`src/sv/pqtp_pkg.sv`:
```
`timescale 1ns / 1ps
// ---------------------------------------------------------------------------
// pqtp_pkg
// Shared types and constants for the palette quantiser and tile packer.
// ---------------------------------------------------------------------------
package pqtp_pkg;

   localparam int unsigned ColorWidth = 24;
   localparam int unsigned SlotWidth  = 6;
   localparam int unsigned CsrIdxWidth = 3;
   localparam int unsigned DistWidth  = 18;

   localparam logic [CsrIdxWidth-1:0] CSR_BG_COLOR  = 3'd0;
   localparam logic [CsrIdxWidth-1:0] CSR_BG_THRESH = 3'd1;
   localparam logic [CsrIdxWidth-1:0] CSR_PAL_BASE  = 3'd2;
   localparam logic [CsrIdxWidth-1:0] CSR_PAL_SIZE  = 3'd3;
   localparam logic [CsrIdxWidth-1:0] CSR_TILE_FMT  = 3'd4;

   localparam logic [ColorWidth-1:0] NearBlack = 24'h080808;

   typedef enum logic [1:0] {
      FMT_NES    = 2'd0,
      FMT_GB     = 2'd1,
      FMT_SNES   = 2'd2,
      FMT_PACKED = 2'd3
   } fmt_type;

   typedef enum logic [1:0] {
      FE_IDLE   = 2'd0,
      FE_SEARCH = 2'd1,
      FE_PUSH   = 2'd2
   } fe_state_type;

   // Completed tile row handed from the front end to the packer.
   typedef struct packed {
      logic [31:0] indices;   // pixel c at [4c+3:4c]
      logic [2:0]  row;
   } row_type;

   function automatic logic [DistWidth-1:0] sq_dist(
      input logic [ColorWidth-1:0] a,
      input logic [ColorWidth-1:0] b
   );
      logic [DistWidth-1:0] d;
      logic [7:0]  e;
      d = '0;
      for (int s = 0; s < 3; s++) begin
         if (a[8*s +: 8] > b[8*s +: 8]) e = a[8*s +: 8] - b[8*s +: 8];
         else e = b[8*s +: 8] - a[8*s +: 8];
         d = d + DistWidth'(16'(e) * 16'(e));
      end
      return d;
   endfunction

endpackage

```
`src/sv/pqtp_if.sv`:
```
`timescale 1ns / 1ps
// ---------------------------------------------------------------------------
// pqtp_req_if / pqtp_rsp_if / pqtp_csr_if
// Valid/ready channels for pixel requests, tile bytes and register writes.
// ---------------------------------------------------------------------------
interface pqtp_req_if;
   logic        valid;
   logic        ready;
   logic        kind;
   logic [23:0] color;
   logic        pad;
   logic [5:0]  slot;
   logic        first_of_tile;
   modport source (output valid, kind, color, pad, slot, first_of_tile, input ready);
   modport sink   (input valid, kind, color, pad, slot, first_of_tile, output ready);
endinterface

interface pqtp_rsp_if;
   logic       valid;
   logic       ready;
   logic [7:0] tile_byte;
   logic [4:0] byte_offset;
   logic       row_last;
   logic       tile_done;
   modport source (output valid, tile_byte, byte_offset, row_last, tile_done, input ready);
   modport sink   (input valid, tile_byte, byte_offset, row_last, tile_done, output ready);
endinterface

interface pqtp_csr_if;
   logic        valid;
   logic        ready;
   logic [2:0]  index;
   logic [23:0] data;
   modport source (output valid, index, data, input ready);
   modport sink   (input valid, index, data, output ready);
endinterface

```
`src/sv/pqtp_ram.sv`:
```
`timescale 1ns / 1ps
// ---------------------------------------------------------------------------
// pqtp_ram
// Generic single-write, single-read RAM with registered read data.
// ---------------------------------------------------------------------------
module pqtp_ram #(
   parameter int unsigned WIDTH = 24,
   parameter int unsigned DEPTH = 64
) (
   input  logic                     clock,
   input  logic                     wr_en,
   input  logic [$clog2(DEPTH)-1:0] wr_addr,
   input  logic [WIDTH-1:0]         wr_data,
   input  logic [$clog2(DEPTH)-1:0] rd_addr,
   output logic [WIDTH-1:0]         rd_data
);
   logic [WIDTH-1:0] mem_ff [DEPTH];

   always_ff @(posedge clock) begin
      if (wr_en) mem_ff[wr_addr] <= wr_data;
      rd_data <= mem_ff[rd_addr];
   end
endmodule

```
`src/sv/pqtp_front.sv`:
```
`timescale 1ns / 1ps
// ---------------------------------------------------------------------------
// pqtp_front
// Accepts items, writes the palette, searches the nearest entry one slot a
// cycle and gathers eight indices into a row for the packer.
// ---------------------------------------------------------------------------
module pqtp_front #(
   parameter int unsigned PALETTE_DEPTH = 64,
   parameter int unsigned MAX_PALETTE   = 16
) (
   input  logic                      clock,
   input  logic                      reset,
   pqtp_req_if.sink                  req,
   input  logic [23:0]               bg_color,
   input  logic [8:0]                bg_limit,
   input  logic [5:0]                pal_base,
   input  logic [4:0]                pal_entries,
   output logic                      row_valid,
   input  logic                      row_ready,
   output pqtp_pkg::row_type         row_data
);
   import pqtp_pkg::*;

   localparam int unsigned AW = $clog2(PALETTE_DEPTH);

   fe_state_type state_ff, state_in;
   logic [23:0]  color_ff, color_in;
   logic [4:0]   cnt_ff, cnt_in;     // one-based number of the next entry to issue
   logic [4:0]   n_ff, n_in;         // entries to search
   logic [AW-1:0] addr_ff, addr_in;
   logic         rd_pend_ff, rd_pend_in;
   logic [3:0]   rd_idx_ff, rd_idx_in;
   logic [DistWidth-1:0] best_d_ff, best_d_in;
   logic [3:0]   best_ff, best_in;
   logic [2:0]   col_ff, col_in;
   logic [2:0]   row_ff, row_in;
   logic [31:0]  idx_ff, idx_in;
   logic [23:0]  rd_data;
   logic         accept, wr_en;
   logic [4:0]   n_sat;
   logic         forced;
   logic [3:0]   result;
   logic         have_result;
   logic [2:0]   col_eff;
   logic [AW-1:0] base_ext;

   assign req.ready = (state_ff == FE_IDLE);
   assign accept = req.valid && req.ready;
   assign wr_en  = accept && req.kind;
   assign base_ext = AW'(pal_base);

   pqtp_ram #(.WIDTH(24), .DEPTH(PALETTE_DEPTH)) u_pal (
      .clock  (clock),
      .wr_en  (wr_en),
      .wr_addr(AW'(req.slot)),
      .wr_data(req.color),
      .rd_addr(addr_ff),
      .rd_data(rd_data)
   );

   always_comb begin
      n_sat  = (pal_entries > 5'(MAX_PALETTE)) ? 5'(MAX_PALETTE) : pal_entries;
      forced = req.pad || ((bg_limit != '0) &&
               ((sq_dist(req.color, bg_color) < DistWidth'(18'(bg_limit) * 18'(bg_limit)))
                || (req.color < NearBlack)));
   end

   always_comb begin
      state_in   = state_ff;
      color_in   = color_ff;
      cnt_in     = cnt_ff;
      n_in       = n_ff;
      addr_in    = addr_ff;
      rd_pend_in = 1'b0;
      rd_idx_in  = rd_idx_ff;
      best_d_in  = best_d_ff;
      best_in    = best_ff;
      col_in     = col_ff;
      row_in     = row_ff;
      idx_in     = idx_ff;
      result     = best_ff;
      have_result = 1'b0;
      col_eff    = col_ff;
      row_valid  = (state_ff == FE_PUSH);
      row_data.indices = idx_ff;
      row_data.row     = row_ff;

      // fold in the entry read last cycle
      if (rd_pend_ff && sq_dist(color_ff, rd_data) < best_d_ff) begin
         best_d_in = sq_dist(color_ff, rd_data);
         best_in   = rd_idx_ff;
      end

      unique case (state_ff)
         FE_IDLE: begin
            if (accept && !req.kind) begin
               if (req.first_of_tile) begin
                  col_in  = '0;
                  row_in  = '0;
                  col_eff = '0;
               end
               col_in = col_eff;
               if (forced || n_sat == '0) begin
                  result = '0;
                  have_result = 1'b1;
               end else begin
                  color_in  = req.color;
                  n_in      = n_sat;
                  cnt_in    = 5'd1;
                  addr_in   = base_ext;
                  best_d_in = '1;
                  best_in   = '0;
                  state_in  = FE_SEARCH;
               end
            end
         end
         FE_SEARCH: begin
            if (cnt_ff <= n_ff) begin
               rd_pend_in = 1'b1;
               rd_idx_in  = 4'(cnt_ff - 5'd1);
               cnt_in     = cnt_ff + 5'd1;
               addr_in    = addr_ff + AW'(1);
            end else if (!rd_pend_ff) begin
               result = best_ff;
               have_result = 1'b1;
               state_in = FE_IDLE;
            end
         end
         FE_PUSH: begin
            if (row_ready) begin
               state_in = FE_IDLE;
               row_in   = row_ff + 3'd1;
            end
         end
         default: state_in = FE_IDLE;
      endcase

      if (have_result) begin
         idx_in[4*col_eff +: 4] = result;
         if (col_eff == 3'd7) begin
            col_in   = '0;
            state_in = FE_PUSH;
         end else begin
            col_in   = col_eff + 3'd1;
            state_in = FE_IDLE;
         end
      end
   end

   // the search uses the read pipeline: address issued now, data next cycle
   always_ff @(posedge clock) begin
      if (reset) begin
         state_ff   <= FE_IDLE;
         col_ff     <= '0;
         row_ff     <= '0;
         idx_ff     <= '0;
         rd_pend_ff <= 1'b0;
      end else begin
         state_ff   <= state_in;
         col_ff     <= col_in;
         row_ff     <= row_in;
         idx_ff     <= idx_in;
         rd_pend_ff <= rd_pend_in;
      end
      color_ff  <= color_in;
      cnt_ff    <= cnt_in;
      n_ff      <= n_in;
      addr_ff   <= addr_in;
      rd_idx_ff <= rd_idx_in;
      best_d_ff <= best_d_in;
      best_ff   <= best_in;
   end

`ifndef NO_ASSERTIONS
   a_ready_idle: assert property (@(posedge clock) disable iff (reset)
      req.ready |-> state_ff == FE_IDLE) else $error("ready outside idle");
   a_push_hold: assert property (@(posedge clock) disable iff (reset)
      row_valid && !row_ready |=> row_valid && $stable(idx_ff))
      else $error("row dropped");
   a_pend_search: assert property (@(posedge clock) disable iff (reset)
      rd_pend_ff |-> state_ff == FE_SEARCH) else $error("stray read");
`endif
endmodule

```
`src/sv/pqtp_back.sv`:
```
`timescale 1ns / 1ps
// ---------------------------------------------------------------------------
// pqtp_back
// Two-entry row queue and byte packer that emits a row's tile bytes.
// ---------------------------------------------------------------------------
module pqtp_back (
   input  logic              clock,
   input  logic              reset,
   input  logic              row_valid,
   output logic              row_ready,
   input  pqtp_pkg::row_type row_data,
   input  logic [1:0]        tile_format,
   pqtp_rsp_if.source        rsp
);
   import pqtp_pkg::*;

   row_type     q_ff [2];
   row_type     q_in [2];
   logic [1:0]  q_cnt_ff, q_cnt_in;
   logic [1:0]  k_ff, k_in;
   logic        push, pop;
   logic [31:0] ix;
   logic [2:0]  r;
   logic [1:0]  last_k;
   logic [7:0]  byte_v;
   logic [4:0]  off_v;
   fmt_type     fmt;

   function automatic logic [7:0] plane(input logic [31:0] v, input logic [1:0] b);
      logic [7:0] p;
      for (int c = 0; c < 8; c++) p[7-c] = v[4*c + b];
      return p;
   endfunction

   assign fmt       = fmt_type'(tile_format);
   assign row_ready = (q_cnt_ff != 2'd2);
   assign push      = row_valid && row_ready;
   assign ix        = q_ff[0].indices;
   assign r         = q_ff[0].row;

   always_comb begin
      last_k = (fmt == FMT_NES || fmt == FMT_GB) ? 2'd1 : 2'd3;
      byte_v = plane(ix, k_ff);
      off_v  = '0;
      unique case (fmt)
         FMT_NES:  off_v = {1'b0, k_ff[0], r};
         FMT_GB:   off_v = {1'b0, r, k_ff[0]};
         FMT_SNES: off_v = {k_ff[1], r, k_ff[0]};
         FMT_PACKED: begin
            byte_v = {ix[8*k_ff +: 4], ix[8*k_ff+4 +: 4]};
            off_v  = {r, k_ff};
         end
         default: off_v = '0;
      endcase
      rsp.valid       = (q_cnt_ff != '0);
      rsp.tile_byte   = byte_v;
      rsp.byte_offset = off_v;
      rsp.row_last    = (k_ff == last_k);
      rsp.tile_done   = (r == 3'd7);
      pop  = rsp.valid && rsp.ready && rsp.row_last;
      k_in = k_ff;
      if (rsp.valid && rsp.ready) k_in = rsp.row_last ? 2'd0 : k_ff + 2'd1;
      q_in     = q_ff;
      q_cnt_in = q_cnt_ff;
      if (pop) begin
         q_in[0]  = q_ff[1];
         q_cnt_in = q_cnt_in - 2'd1;
      end
      if (push) begin
         q_in[q_cnt_in[0]] = row_data;
         q_cnt_in = q_cnt_in + 2'd1;
      end
   end

   always_ff @(posedge clock) begin
      if (reset) begin
         q_cnt_ff <= '0;
         k_ff     <= '0;
      end else begin
         q_cnt_ff <= q_cnt_in;
         k_ff     <= k_in;
      end
      q_ff <= q_in;
   end

`ifndef NO_ASSERTIONS
   a_cnt: assert property (@(posedge clock) disable iff (reset)
      q_cnt_ff != 2'd3) else $error("queue overflow");
   a_k_idle: assert property (@(posedge clock) disable iff (reset)
      q_cnt_ff == '0 |-> k_ff == '0) else $error("byte index without row");
   a_pop: assert property (@(posedge clock) disable iff (reset)
      pop |=> q_cnt_ff != 2'd2 || $past(push)) else $error("pop lost");
`endif
endmodule

```
`src/sv/palette_quantize_tile_pack.sv`:
```
`timescale 1ns / 1ps
// ---------------------------------------------------------------------------
// palette_quantize_tile_pack
// Nearest-palette quantiser feeding a bitplane tile row packer.
// ---------------------------------------------------------------------------
// Use:
//   req: palette writes (kind=1) and pixels (kind=0). A pixel that is padded,
//   background-like or near-black skips the search; otherwise the front end
//   walks palette_size slots (up to MAX_PALETTE) one slot a cycle through
//   the single registered RAM read port. Every eighth pixel completes a row,
//   which waits in a push state to enter a two-row queue ahead of the packer.
//   rsp: two or four bytes per row, one transfer per cycle while rsp.ready is
//   high, row_last on the final byte; if the queue was empty, the first byte
//   appears the cycle after the row enters the queue.
//   csr: register writes, always ready; write only while the block is idle.
//   Reset sets row counters, row buffer, queue count and registers to defaults.
//   The palette memory is not cleared; read only slots that were written.
//   When rsp stalls the queue fills and the front end holds its row, after
//   which req drops ready until space returns.
// ---------------------------------------------------------------------------
module palette_quantize_tile_pack #(
   parameter int unsigned PALETTE_DEPTH = 64,
   parameter int unsigned MAX_PALETTE   = 16
) (
   input  logic         clock,
   input  logic         reset,
   pqtp_req_if.sink     req,
   pqtp_rsp_if.source   rsp,
   pqtp_csr_if.sink     csr
);
   import pqtp_pkg::*;

   logic [23:0] bg_color_ff;
   logic [8:0]  bg_limit_ff;
   logic [5:0]  pal_base_ff;
   logic [4:0]  pal_entries_ff;
   logic [1:0]  fmt_ff;
   logic        row_valid, row_ready;
   row_type     row_data;

   assign csr.ready = 1'b1;

   // register file: take each write transfer straight away
   always_ff @(posedge clock) begin
      if (reset) begin
         bg_color_ff    <= '0;
         bg_limit_ff    <= 9'd40;
         pal_base_ff    <= '0;
         pal_entries_ff <= 5'd4;
         fmt_ff         <= FMT_NES;
      end else if (csr.valid) begin
         unique case (csr.index)
            CSR_BG_COLOR:  bg_color_ff    <= csr.data;
            CSR_BG_THRESH: bg_limit_ff    <= csr.data[8:0];
            CSR_PAL_BASE:  pal_base_ff    <= csr.data[5:0];
            CSR_PAL_SIZE:  pal_entries_ff <= csr.data[4:0];
            CSR_TILE_FMT:  fmt_ff         <= csr.data[1:0];
            default: ;
         endcase
      end
   end

   // front: classify and search, then hand over a full row
   pqtp_front #(.PALETTE_DEPTH(PALETTE_DEPTH), .MAX_PALETTE(MAX_PALETTE)) u_front (
      .clock      (clock),
      .reset      (reset),
      .req        (req),
      .bg_color   (bg_color_ff),
      .bg_limit   (bg_limit_ff),
      .pal_base   (pal_base_ff),
      .pal_entries(pal_entries_ff),
      .row_valid  (row_valid),
      .row_ready  (row_ready),
      .row_data   (row_data)
   );

   // back: queue rows and emit their bytes
   pqtp_back u_back (
      .clock      (clock),
      .reset      (reset),
      .row_valid  (row_valid),
      .row_ready  (row_ready),
      .row_data   (row_data),
      .tile_format(fmt_ff),
      .rsp        (rsp)
   );

`ifndef NO_ASSERTIONS
   a_thresh: assert property (@(posedge clock) disable iff (reset)
      csr.valid && csr.index == CSR_BG_THRESH |=> bg_limit_ff == $past(csr.data[8:0]))
      else $error("threshold write lost");
   a_row_hs: assert property (@(posedge clock) disable iff (reset)
      row_valid && !row_ready |=> row_valid) else $error("row withdrawn");
   a_rsp_stall: assert property (@(posedge clock) disable iff (reset)
      rsp.valid && !rsp.ready |=> rsp.valid && $stable(rsp.byte_offset))
      else $error("byte changed under stall");
`endif
endmodule

```
`src/flat_wrapper.sv`:
```
// flat-port wrapper written by rule: the top's interface ports become plain ports
module palette_quantize_tile_pack_flat import pqtp_pkg::*;
#(
   parameter int unsigned PALETTE_DEPTH = 64,
   parameter int unsigned MAX_PALETTE   = 16
)
  (clock, reset, req_valid, req_kind, req_color, req_pad, req_slot, req_first_of_tile, req_ready, rsp_valid, rsp_tile_byte, rsp_byte_offset, rsp_row_last, rsp_tile_done, rsp_ready, csr_valid, csr_index, csr_data, csr_ready);
  pqtp_req_if req_i ();
  pqtp_rsp_if rsp_i ();
  pqtp_csr_if csr_i ();
  input  logic clock;
  input  logic reset;
  input wire logic [$bits(req_i.valid)-1:0] req_valid;
  input wire logic [$bits(req_i.kind)-1:0] req_kind;
  input wire logic [$bits(req_i.color)-1:0] req_color;
  input wire logic [$bits(req_i.pad)-1:0] req_pad;
  input wire logic [$bits(req_i.slot)-1:0] req_slot;
  input wire logic [$bits(req_i.first_of_tile)-1:0] req_first_of_tile;
  output wire logic [$bits(req_i.ready)-1:0] req_ready;
  output wire logic [$bits(rsp_i.valid)-1:0] rsp_valid;
  output wire logic [$bits(rsp_i.tile_byte)-1:0] rsp_tile_byte;
  output wire logic [$bits(rsp_i.byte_offset)-1:0] rsp_byte_offset;
  output wire logic [$bits(rsp_i.row_last)-1:0] rsp_row_last;
  output wire logic [$bits(rsp_i.tile_done)-1:0] rsp_tile_done;
  input wire logic [$bits(rsp_i.ready)-1:0] rsp_ready;
  input wire logic [$bits(csr_i.valid)-1:0] csr_valid;
  input wire logic [$bits(csr_i.index)-1:0] csr_index;
  input wire logic [$bits(csr_i.data)-1:0] csr_data;
  output wire logic [$bits(csr_i.ready)-1:0] csr_ready;
  assign req_i.valid = req_valid;
  assign req_i.kind = req_kind;
  assign req_i.color = req_color;
  assign req_i.pad = req_pad;
  assign req_i.slot = req_slot;
  assign req_i.first_of_tile = req_first_of_tile;
  assign req_ready = req_i.ready;
  assign rsp_valid = rsp_i.valid;
  assign rsp_tile_byte = rsp_i.tile_byte;
  assign rsp_byte_offset = rsp_i.byte_offset;
  assign rsp_row_last = rsp_i.row_last;
  assign rsp_tile_done = rsp_i.tile_done;
  assign rsp_i.ready = rsp_ready;
  assign csr_i.valid = csr_valid;
  assign csr_i.index = csr_index;
  assign csr_i.data = csr_data;
  assign csr_ready = csr_i.ready;
  palette_quantize_tile_pack #(.PALETTE_DEPTH(PALETTE_DEPTH), .MAX_PALETTE(MAX_PALETTE)) u_core (.clock(clock), .reset(reset), .req(req_i), .rsp(rsp_i), .csr(csr_i));
endmodule
```
`config.mk`:
```
export PLATFORM = sky130hd
export DESIGN_NAME = palette_quantize_tile_pack_flat
export DESIGN_NICKNAME = d
export VERILOG_FILES = /design/src/sv/pqtp_pkg.sv /design/src/sv/pqtp_if.sv /design/src/sv/pqtp_ram.sv /design/src/sv/pqtp_front.sv /design/src/sv/pqtp_back.sv /design/src/sv/palette_quantize_tile_pack.sv /design/src/flat_wrapper.sv
export SDC_FILE = /design/constraint.sdc
export NUM_CORES = 2
export LEC_CHECK = 0
export ABC_CLOCK_PERIOD_IN_PS = 13400
export BUFFER_PORTS_ARGS = -buffer_cell sky130_fd_sc_hd__buf_4
export CAP_MARGIN = 5
export CORE_UTILIZATION = 57
export DETAILED_ROUTE_END_ITERATION = 8
export PLACE_DENSITY = 0.82
export SYNTH_ARGS = -nofsm -noshare
export SYNTH_HDL_FRONTEND = slang
export SYNTH_SLANG_ARGS = --single-unit
```
`constraint.sdc`:
```
create_clock -name clock -period 13.4 [get_ports clock]
set_input_delay 2.68 -clock clock [delete_from_list [all_inputs] [get_ports clock]]
set_output_delay 2.68 -clock clock [all_outputs]
set_load 0.01 [all_outputs]
```
==> Word level (Yosys, flattened, before mapping) <==
Memory sizes are Yosys's and may differ from the RTL's. A register that Yosys moved wholly into a read port is not among the register bits.
Index checks and enable logic that the tools add are counted.
{ "totals": {"n_memories": 1, "register_bits": 227, "out_inout_bits": 18, "wordCells": 235, "ram_bits": 1536, "inputBits": 65} }
{ "memory_table": {"columns": ["name", "depth", "word_bits", "rd", "rd_ports_with_merged_regs", "write_ports", "line_no", "text"], "rows": [
  ["u_core.u_front.u_pal.mem_ff", 64, 24, 1, 1, 1, "pqtp_ram.sv:17", "logic [WIDTH-1:0] mem_ff [DEPTH];"]
]} }
{ "op_classes": {"bitwise": 3, "n_reduce_logical": 33, "mux": 82, "multipliers": 10, "shift": 4, "add_sub_neg": 35, "magnitude_cmp": 21, "n_eq_ne": 23} }
{ "op_table": {"columns": ["cell", "count"], "rows": [
  ["8-bit by 8-bit multiplier with 16-bit output", 9],
  ["8-bit subtractor", 12],
  ["8-bit two-way mux", 10],
  ["18-bit two-way mux", 4],
  ["70-bit bitwise mux", 1],
  ["35-bit two-way mux", 2],
  ["70-bit two-way mux", 1],
  ["17-bit by 16-bit adder with 18-bit output", 3],
  ["16-bit by 16-bit adder with 17-bit output", 3],
  ["8-bit > comparator", 6],
  ["18-bit < comparator", 2],
  ["1-bit binary-select mux with 5-bit select", 7],
  ["35-bit demux with 1-bit select", 1],
  ["5-bit negator with 34-bit output", 1],
  ["4-bit by 34-bit variable shift with 32-bit output (first input constant)", 1],
  ["4-bit by 34-bit variable part select with 32-bit output", 1],
  ["32-bit bitwise mux", 1],
  ["32-bit by 6-bit variable part select with 4-bit output", 1],
  ["32-bit by 7-bit variable part select with 4-bit output", 1],
  ["4-bit two-way mux", 7],
  ["5-bit by 2-bit adder with 6-bit output (first input constant)", 4],
  ["24-bit by 20-bit < comparator with 1-bit output (second input constant)", 1],
  ["6-bit < comparator (second input constant)", 4],
  ["3-bit two-way mux", 8],
  ["53 further kinds", 120]
]} }

==> Depth between registers and ports, before layout <==
{ "depth": {"word_depth": 15, "depth_mapped": 44} }

==> Hierarchy <==
Synthesis repeated with hierarchy kept, for this count alone.
{ "hier_totals": {"hier_cells": 5705, "area_unflattened_um2": 87806.7} }
{ "modules_own_cells": {"columns": ["mod", "cells_per_inst", "seq_area_each_um2", "n_inst", "area_per_inst_um2"], "rows": [
  ["pqtp_ram", 2610, 46604.7, 1, 59295.6],
  ["pqtp_front", 2480, 2582.5, 1, 22190.0],
  ["pqtp_back", 429, 1831.8, 1, 4327.9],
  ["palette_quantize_tile_pack", 186, 920.9, 1, 1993.2]
]} }

==> Worst setup path after synthesis <==
OpenSTA, ideal clock, no wires.
{ "synth_timing": {"path_kind": "input to register", "startpoint": "input req_color[0]", "endpoint": "register u_core.u_front.color_ff[0], enable pin", "n_path_buf": 2, "path_stages": 42, "t_arrival_ns": 12.304, "path_slack_ns": 0.710, "setup_ns": 0.386, "path_cell_list": "inv_1 ha_1 inv_1 fa_1 a21oi_1 nor3_1 o21a_2 and2_4 buf_6 mux2_4 a2111oi_4 nor3b_1 or3_1 fa_1 inv_1 fa_1 inv_1 fa_1 [... 6 more ...] inv_1 ha_1 inv_1 o21bai_1 a21oi_1 o21ai_0 a211oi_1 nor2_1 xnor2_1 ha_1 a21o_1 a211o_1 or4_1 a21oi_2 nor3_2 nand2_1 clkbuf_1 inv_1"} }
{ "synth_via": {"elab_chain_len": 12, "word_cells_on_any_way": 15, "cone_classes": "4 x add/sub; 1 x mul; 3 x order compare; 1 x mux; 1 x bitwise; 5 x reduce/logical"} }
{ "synth_lines": {"columns": ["item", "line_no", "text"], "rows": [
  ["from (decl)", "flat_wrapper.sv:15", "input wire logic [$bits(req_i.color)-1:0] req_color;"],
  ["8-bit subtractor (tied with other cells)", "pqtp_pkg.sv:49", "else e = b[8*s +: 8] - a[8*s +: 8];"],
  ["8-bit two-way mux", "pqtp_pkg.sv:48", "if (a[8*s +: 8] > b[8*s +: 8]) e = a[8*s +: 8] - b[8*s +: 8];"],
  ["8-bit by 8-bit multiplier with 16-bit output", "pqtp_pkg.sv:50", "d = d + DistWidth'(16'(e) * 16'(e));"],
  ["16-bit by 16-bit adder with 17-bit output", "pqtp_pkg.sv:50", null],
  ["17-bit by 16-bit adder with 18-bit output", "pqtp_pkg.sv:50", null],
  ["18-bit < comparator", "pqtp_front.sv:64", "((sq_dist(req.color, bg_color) < DistWidth'(18'(bg_limit) * 18'(bg_limit)))"],
  ["1-bit logical OR *", "pqtp_front.sv:65", "|| (req.color < NearBlack)));"],
  ["1-bit logical AND *", "pqtp_front.sv:63", "forced = req.pad || ((bg_limit != '0) &&"],
  ["1-bit logical OR *", "pqtp_front.sv:63", null],
  ["1-bit logical OR *", "pqtp_front.sv:103", "if (forced || n_sat == '0) begin"],
  ["1-bit inverter (no line) *", null, null],
  ["3-bit AND reduction (no line) *", null, null],
  ["to (signal assigned)", "pqtp_front.sv:165", "color_ff <= color_in;"],
  ["to (decl)", "pqtp_front.sv:27", "logic [23:0] color_ff, color_in;"]
]} }
Mark *: on every way between the ends. The rest lies on a longest branch, timed or not.
A chain may end at the register's enable or synchronous reset.

==> Worst setup path after layout <==
{ "layout_timing": {"startpoint": "input req_color[6]", "endpoint": "register u_core.u_front.idx_ff[15]"} }
{ "layout_via": {"elab_chain_len": 15, "word_cells_on_any_way": 21, "cone_classes": "4 x add/sub; 1 x mul; 3 x order compare; 1 x shift; 8 x mux; 4 x reduce/logical"} }
{ "layout_lines": {"columns": ["item", "line_no", "text"], "rows": [
  ["8-bit subtractor (tied with other cells)", "pqtp_pkg.sv:49", null],
  ["8-bit two-way mux", "pqtp_pkg.sv:48", null],
  ["8-bit by 8-bit multiplier with 16-bit output", "pqtp_pkg.sv:50", null],
  ["16-bit by 16-bit adder with 17-bit output", "pqtp_pkg.sv:50", null],
  ["17-bit by 16-bit adder with 18-bit output", "pqtp_pkg.sv:50", null],
  ["18-bit < comparator", "pqtp_front.sv:64", null],
  ["1-bit logical OR *", "pqtp_front.sv:65", null],
  ["1-bit logical AND *", "pqtp_front.sv:63", null],
  ["1-bit logical OR *", "pqtp_front.sv:63", null],
  ["1-bit logical OR *", "pqtp_front.sv:103", null],
  ["4-bit two-way mux", "pqtp_front.sv:103", null],
  ["4-bit two-way mux", "pqtp_front.sv:96", "if (accept && !req.kind) begin"],
  ["4-bit two-way mux", null, null],
  ["4-bit by 34-bit variable part select with 32-bit output", "pqtp_front.sv:139", "idx_in[4*col_eff +: 4] = result;"],
  ["32-bit bitwise mux", "pqtp_front.sv:139", null],
  ["to (signal assigned)", "pqtp_front.sv:162", "idx_ff <= idx_in;"],
  ["to (decl)", "pqtp_front.sv:37", "logic [31:0] idx_ff, idx_in;"]
]} }
Marks and branches as above.

==> flow_summary_export.csv <==
group,metric,value,unit
clocking,clock_sinks,1787,
floorplan,initial_utilization,57.4,%
yosys,yosys.area_share.simple,4.80,%
min_path,hold_path.class,"reg -> reg",
placement,hpwl,135000,um
setup_path,crit_type,"in -> reg",
timing,hold_violations,0,
yosys,synth_compound_area_share,3.41,%
clocking,clk_pin_slew,0.06,ns
clocking,cts_tree,"yes",
grt,track_usage,30.8,%
grt,grt_pass1_wl,337000,um
yosys,synth-xor-area-share,0.994,%
yosys,synth_edf_count,1615,
timing,setup_tns,0,ns
setup_path,endpoint_kind,"flop",
setup_path,worst_setup_path_start_kind,"primary input",
setup_path,arrival,13.00,ns
yosys,syn_nets,5982,
finish,syn2layout_area_growth,10.7,%
grt,grt_util_met1,37.7,%
timing,setup_viol,0,
detailed_routing,final_antenna_net_count,0,
floorplan,fp.dieW,391,um
clocking,ctsRootBufferMaster,"clkbuf_16",
setup_path,regToRegSetupSlack,2.02,ns
status,status,"finished clean",
finish,nets,6165,
grt,first_global_vias,50683,
detailed_routing,wl_per_cell,30.5,um
floorplan,ios,83,
detailed_routing,drt_pass1_iterations,5,
setup_path,r2r_start,"u_core.u_front.color_ff[0]$_DFFE_PP_",
timing,finalWorstSetupSlack,1.06,ns
yosys,muxShareOfSynthArea,14.9,%
yosys,netlist_area,0.0861,mm2
timing,tightestPinTransition,1.29,ns
grt,grt-busiest-layer,"met2",
yosys,syn_inst,5277,
min_path,min_path_cells,0,
grt,use_met2,50.3,%
yosys,synth_top_family_by_area,"multiplexers",
timing,slew_viol_final,0,
clocking,clockBufferDepth,3,
placement,post-place-ws,0.402,ns
setup_path,max_stage_delay,0.56,ns
timing,period_needed,12.34,ns
timing,clock_skew,0.0809,ns
setup_path,slowest_stage,"a2111o_1",
detailed_routing,drt_wl_total,233000,um
yosys,synth.avg_cell_area,16.3,um2
clocking,cts.repair.resized,0,
timing,slew_headroom,13.4,%
clocking,htree_levels,4,
placement,port_buffers,81,
detailed_routing,route.detailed.drc,0,
setup_path,cp_max_fo,20,
floorplan,rows,142,
min_path,min_from,"u_core.u_front.idx_ff[17]$_SDFFE_PP0P_",
yosys,synth_fa_ha_area_share,12.0,%
setup_path,ff2ff_path_depth,35,
yosys,postSynth.asyncResetShare,0,%
clocking,postCtsSetupBuffers,0,
floorplan,dieHeight,391,um
detailed_routing,drtIter0Drc,5670,
floorplan,core_area,0.150,mm2
finish,layout-drive-gt1-share,19.9,%
clocking,clock_latency,0.84,ns
clocking,cts_buffers,170,
min_path,holdPathEnd,"u_core.u_back.q_ff[20]$_DFFE_PP_",
yosys,synth_cell_types,92,
timing,finalCritPeriodShare,92.1,%
run,maxCapViolations,0,
yosys,synth_warnings,0,
detailed_routing,via_per_inst,6.47,
grt,grt_max_degree,155,
setup_path,crit_required,14.06,ns
setup_path,r2r_end,"u_core.u_front.best_ff[3]$_DFF_P_",
grt,antenna_found_initial,16,
yosys,synth_seq_area_share,60.3,%
clocking,postCtsHoldBufs,0,
timing,max_freq,0.0811,GHz
finish,finalNonFillerCells,7631,
floorplan,die_area,0.153,mm2
yosys,ys.flop_type,"edfxtp_1",
placement,gp_congestion,0.922,
detailed_routing,vias,49349,
grt,grt_overflow,0,
timing,rsz0062_at_grt,"no",
yosys,synth_seq_cells,1787,
placement,dp.cells,7304,
grt,use_met3,7.45,%
==> synth_stat cells, drive strengths merged, types with 4 or more instances <==
master / number / area (um2)
or3: 22 / 138
mux4: 518 / 11700
nor2: 278 / 1050
mux2: 14 / 161
o2111ai: 6 / 52.6
ha: 330 / 4130
a211oi: 15 / 123
nor4: 7 / 43.8
o211ai: 25 / 188
buf: 77 / 382
nand2: 237 / 890
o31ai: 8 / 73.8
a221oi: 4 / 47.6
a31oi: 8 / 56.3
nor3: 50 / 255
a21boi: 13 / 97.6
o21a: 14 / 106
edfxtp: 1615 / 48500
fa: 310 / 6210
clkbuf: 128 / 482
mux2i: 96 / 965
o22ai: 7 / 43.8
xor2: 38 / 340
nand2b: 56 / 350
a21o: 41 / 308
o21ba: 5 / 50.1
or4: 6 / 45.0
or2: 27 / 169
and2: 41 / 259
a21oi: 127 / 647
o21bai: 13 / 97.6
inv: 601 / 2260
and3: 20 / 130
xnor2: 58 / 516
o21ai: 105 / 529
dfxtp: 172 / 3440
a211o: 8 / 70.1
o32ai: 18 / 165
a221o: 4 / 40.0
nand3: 55 / 285
nor2b: 34 / 213
nand3b: 7 / 52.6
nand4: 24 / 150
==> layout make-up <==
class / count / area [um2]
clock inverter: 105 / 1230
clock buffer: 213 / 4460
multi-input combinational: 2683 / 31200
inverter: 602 / 2260
antenna: 9 / 22.5
sequential: 1787 / 51900
fill: 9964 / 54600
tap: 2016 / 2520
timing repair buffer: 216 / 1670
==> stage by stage <==
| stage | util [%] | hold WS [ns] | cell area, um2 |
|---|---|---|---|
| global placement | 59.8 | 0.441 | 89600 |
| CTS | 63.6 | 0.459 | 95300 |
| floorplan | - | 0.430 | 86100 |
| global route | 63.6 | 0.477 | 95300 |
| finish | 63.6 | 0.462 | 95300 |
| detailed placement | 59.8 | 0.447 | 89600 |
==> registers in the layout, indices dropped and copies added, names as in the netlist, 6 cells and up <==
| name | count |
|---|---|
| u_core.u_front.idx_ff | 32 |
| u_core.bg_color_ff | 24 |
| u_core.u_front.u_pal.mem_ff | 1536 |
| u_core.u_front.best_d_ff | 18 |
| u_core.u_back.q_ff | 35 |
| u_core.u_front.color_ff | 24 |
| u_core.u_front.u_pal.rd_data | 24 |
| u_core.u_back.ix | 32 |
| u_core.bg_limit_ff | 9 |
| u_core.u_front.addr_ff | 6 |
| u_core.pal_base_ff | 6 |
==> how the worst max path moves through the flow <==
stage / from / to / cells past startpoint
5_1_grt: req_color[8] / u_core.u_front.color_ff[1]$_DFFE_PP_ / 40
4_1_cts: req_color[6] / u_core.u_front.idx_ff[15]$_SDFFE_PP0P_ / 39
2_1_floorplan: req_color[0] / u_core.u_front.color_ff[0]$_DFFE_PP_ / 42
3_3_place_gp: req_color[6] / u_core.u_front.idx_ff[14]$_SDFFE_PP0P_ / 39
3_5_place_dp: req_color[6] / u_core.u_front.idx_ff[15]$_SDFFE_PP0P_ / 39
6_report: req_color[6] / u_core.u_front.idx_ff[15]$_SDFFE_PP0P_ / 39
==> worst max-delay path: cells and delay by family <==
kind | cells | cell delay (ns)
simple gates | 6 | 1.40
fa+ha+maj | 10 | 4.51
compound gates | 12 | 2.90
mux | 2 | 0.59
xor+xnor | 1 | 0.14
buf+inv | 8 | 0.76
==> kinds of logic (layout without fill, tap and decap cells) <==
kind of cell,Yosys count,count (layout)
mux,628,628
other cells,1,10
compound gates,443,443
simple gates,875,875
flops,1787,1787
buf+inv,807,1136
xor+xnor,96,96
fa+ha+maj,640,640
==> metal layers <==
metal	wire, um	vias to the layer above
li1	-	20081
met1	79900	25065
met2	113000	3395
met3	24800	794
met4	14600	14
met5	107	-
==> cell usage in the layout, fill, tap and decap left out, types with 39 or more instances in the layout <==
cell type	count
edfxtp_1	1615
inv_1	599
mux4_2	518
ha_1	330
fa_1	310
nand2_1	236
buf_4	212
nor2_1	211
dfxtp_1	172
clkbuf_16	170
a21oi_1	124
o21ai_0	100
mux2i_1	95
nor2_2	65
xnor2_1	57
nand2b_1	56
nand3_1	53
nor3_1	49
a21o_1	41
and2_1	40
clkbuf_1	39
Power is left out: the tool's default activity adds up to more than one toggle a clock period on the data nets, which glitch-free logic cannot reach.
